--- config.mk ---
export PLATFORM = sky130hd
export DESIGN_NAME = cprq_ram
export DESIGN_NICKNAME = d
export VERILOG_FILES = /design/src/rtl/cprq_ram.sv
export SDC_FILE = /design/constraint.sdc
export NUM_CORES = 1
export LEC_CHECK = 0
export BUFFER_PORTS_ARGS = -buffer_cell sky130_fd_sc_hd__buf_2
export CORE_MARGIN = 3
export CORE_UTILIZATION = 45
export DETAILED_ROUTE_END_ITERATION = 12
export GPL_ROUTABILITY_DRIVEN = 0
export SETUP_SLACK_MARGIN = 0.4
export SKIP_CTS_REPAIR_TIMING = 1
export SYNTH_ARGS = -nofsm -noshare
export SYNTH_HDL_FRONTEND = slang
export SYNTH_SLANG_ARGS = --single-unit
--- constraint.sdc ---
create_clock -name i_clk -period 1.53 [get_ports i_clk]
set_input_delay 0.0765 -clock i_clk [delete_from_list [all_inputs] [get_ports i_clk]]
set_output_delay 0.0765 -clock i_clk [all_outputs]
set_load 0.005 [all_outputs]
--- src/rtl/cprq_ram.sv ---
// Generic single-port-write, registered-read RAM.
`default_nettype none
module cprq_ram #(
    parameter int WIDTH = 8,
    parameter int DEPTH = 16
) (
    input  wire logic                     i_clk,
    input  wire logic                     i_we,
    input  wire logic [$clog2(DEPTH)-1:0] i_waddr,
    input  wire logic [WIDTH-1:0]         i_wdata,
    input  wire logic [$clog2(DEPTH)-1:0] i_raddr,
    output logic      [WIDTH-1:0]         o_rdata
);
    logic [WIDTH-1:0] r_mem [DEPTH];
    always_ff @(posedge i_clk) begin
        if (i_we) r_mem[i_waddr] <= i_wdata;
        o_rdata <= r_mem[i_raddr];
    end
endmodule
`default_nettype wire

==> impl_metrics.json <==
{
  "syn_inst": 229,
  "hold_start": "i_wdata[2]",
  "synth_ff_type": "edfxtp_1",
  "r2r_end": "o_rdata[7]",
  "powerDensity_nw_per_um2": 1384,
  "critPathMaxStageDelay_ps": 500,
  "finClkSkew_ps": 8.663,
  "final.period_utilization": 0.8291,
  "min_to": "r_mem[6][2]",
  "h-tree-depth": 4,
  "floorplan.rows": 38,
  "via_per_inst": 5.347,
  "clock-sinks": 136,
  "p_leak_nw": 2.080,
  "grt_pass1_wl_microns": 15300,
  "end_kind": "register",
  "drt_first_pass_iters": 4,
  "worst_slew_pin_slew_ps": 774.6,
  "synth_top_cell_area_share": 0.7467,
  "setup_violations": 0,
  "slew_viol_final": 0,
  "finalNetCount": 306,
  "area_growth_pct": 21.03,
  "postSynthNetCount": 247,
  "die_h_microns": 113.0,
  "vias": 2358,
  "n_antenna_cell": 0,
  "drt_iter0_markers": 177,
  "wl_microns": 9578,
  "synth_seq_cells": 136,
  "yosysTopAreaCell": "edfxtp_1",
  "drive_gt1_frac": 0.4186,
  "sw_frac_of_total": 0.1929,
  "avgRoutedWirePerCell_microns": 21.72,
  "critPathSlowestCell": "mux4_2",
  "antenna_found_initial": 0,
  "crit_fanout": 1,
  "holdPathStages": 1,
  "grt_setup_unrepaired": "yes",
  "ys_seq_area_frac": 0.7778,
  "ys_types": 19,
  "worst_ep_arrival_time_ps": 1550,
  "grt_max_degree": 19,
  "crit_path_start_kind": "register",
  "syn_area_sq_um": 5147,
  "remaining_drc_errors": 0,
  "critPathKind": "reg -> reg",
  "clock_path_buffers": 2,
  "ff2ff_setup_slack_ps": 260,
  "synth_edf_count": 128,
  "fp.dieW_microns": 113.0,
  "period_minus_slack_ps": 1268,
  "combinationalPowerShare": 0.049,
  "grt.overflow.total": 0,
  "place_ws_ps": -78.14,
  "cts_buffers": 17,
  "hold_violations": 0,
  "fp.dieArea_sq_um": 12760,
  "place.port_buffers": 25,
  "dp_hpwl_microns": 6350,
  "clk_pin_slew_ps": 60,
  "coreArea_sq_um": 11030,
  "clock_latency_ps": 410,
  "yosys_warnings": 0,
  "p_int_mw": 6.957,
  "maxCapViolCount": 0,
  "ys_top_cells_by_area": "edfxtp_1 75%, mux4_2 7.9%, mux4_1 7.1%",
  "switchingPower_mw": 1.663,
  "grt_pass1_vias": 2615,
  "io_pins": 26,
  "tns_ps": 0,
  "yosysMostFrequentCell": "edfxtp_1",
  "r2r_cells": 3,
  "irDropWorstVdd_v": 0.0006505,
  "crit_buf_inv": 0,
  "critPathTopFamily": "multiplexers",
  "cts_tree": "built",
  "r2r-start": "r_mem[11][7]",
  "synth.avg_cell_area_sq_um": 22.48,
  "cts_root_buffer": "clkbuf_16",
  "synth_common_cells": "128 x edfxtp_1, 18 x mux4_2, 16 x a22oi_1",
  "ant_nets": 0,
  "grtUsageTotal": 0.1684,
  "seqPwrFrac": 0.487,
  "max_slew_margin": 0.4817,
  "start_util": 0.4667,
  "cp_cell_sequence": "mux4_2 -> a22oi_2 -> nand2_1",
  "layout_setup_ws_ps": 261.6,
  "status": "completed",
  "fmax_ghz": 0.7884,
  "async_reset_ff_frac": 0,
  "hold_class": "in -> reg",
  "power_frac_clock": 0.464,
  "crit_required_ps": 1820
}
-- logic make-up (layout without fill, tap and decap cells) --
group,after synthesis,in the layout,synth area share
AOI/OAI and AO/OA,16,16,0.02334
buffers and inverters,10,82,0.01677
DFF,136,136,0.7778
muxes,32,32,0.1502
and+or+nand+nor,35,35,0.03184
-- cells in the final DEF (no fill, tap or decap) --
| cell | count |
|---|---|
| bufinv_16 | 3 |
| mux4_1 | 1 |
| a22oi_2 | 9 |
| nor3_2 | 3 |
| clkinv_1 | 2 |
| buf_12 | 4 |
| clkinvlp_4 | 3 |
| a22oi_1 | 7 |
| edfxtp_1 | 128 |
| clkinv_2 | 1 |
| nand3_1 | 1 |
| clkbuf_16 | 17 |
| dfxtp_1 | 8 |
| mux4_2 | 31 |
| and2_1 | 1 |
| nand2_1 | 9 |
| clkbuf_1 | 2 |
| buf_4 | 21 |
| nor3_4 | 1 |
| clkinv_4 | 3 |
| nand2b_1 | 2 |
| buf_2 | 25 |
| nor2b_1 | 1 |
| or3b_4 | 1 |
| nand3b_1 | 2 |
| and2b_1 | 1 |
| clkbuf_8 | 1 |
| nor2_2 | 3 |
| nor2_1 | 10 |
-- registers in the layout, summed over array words and instances (netlist names) --
signal	count
r_mem	128
o_rdata	8
-- layer usage --
metal  wire length (microns)  GRT usage
met5                       0          0
met4                      94    0.05048
met2                    4699     0.2618
met1                    4240     0.2309
met3                     544    0.05348
-- worst max-delay path by stage --
stage,startpoint,end,slack [ps],cells past startpoint
after global routing,r_mem[0][4],o_rdata[4],200,3
after detailed placement,i_raddr[0],o_rdata[4],-80,6
final,r_mem[11][7],o_rdata[7],260,3
after floorplan,i_waddr[2],r_mem[0][0],350,2
after CTS,r_mem[3][4],o_rdata[4],180,3
after global placement,i_raddr[0],o_rdata[4],-80,6
-- final cells by class --
type	count	area [sq um]
Timing Repair Buffer	50	362.8
Sequential cell	136	4004
Fill cell	835	4801
Clock inverter	12	151.4
Clock buffer	20	446.7
Multi-Input combinational cell	83	1090
Tap cell	140	175.2
-- stage by stage --
stage	instance area, sq um	util	total power, mW	hold WS, ps	instances
floorplan	5172	-	4.497	175.4	229
global placement	5590	0.5068	4.686	466.5	409
detailed placement	5590	0.5068	4.692	470.5	409
CTS	6188	0.5610	8.704	41.92	441
global route	6230	0.5648	8.949	53.23	441
finish	6230	0.5648	8.620	59.50	441
-- power by group through the flow --
stage / sequential, mW / combinational [mW] / clock, mW
floorplan: 4.26 / 0.234 / 0
global placement: 4.27 / 0.415 / 0
detailed placement: 4.27 / 0.419 / 0
CTS: 4.20 / 0.422 / 4.09
global route: 4.20 / 0.468 / 4.28
finish: 4.19 / 0.426 / 4.00
(Power assumes the default switching activity.)
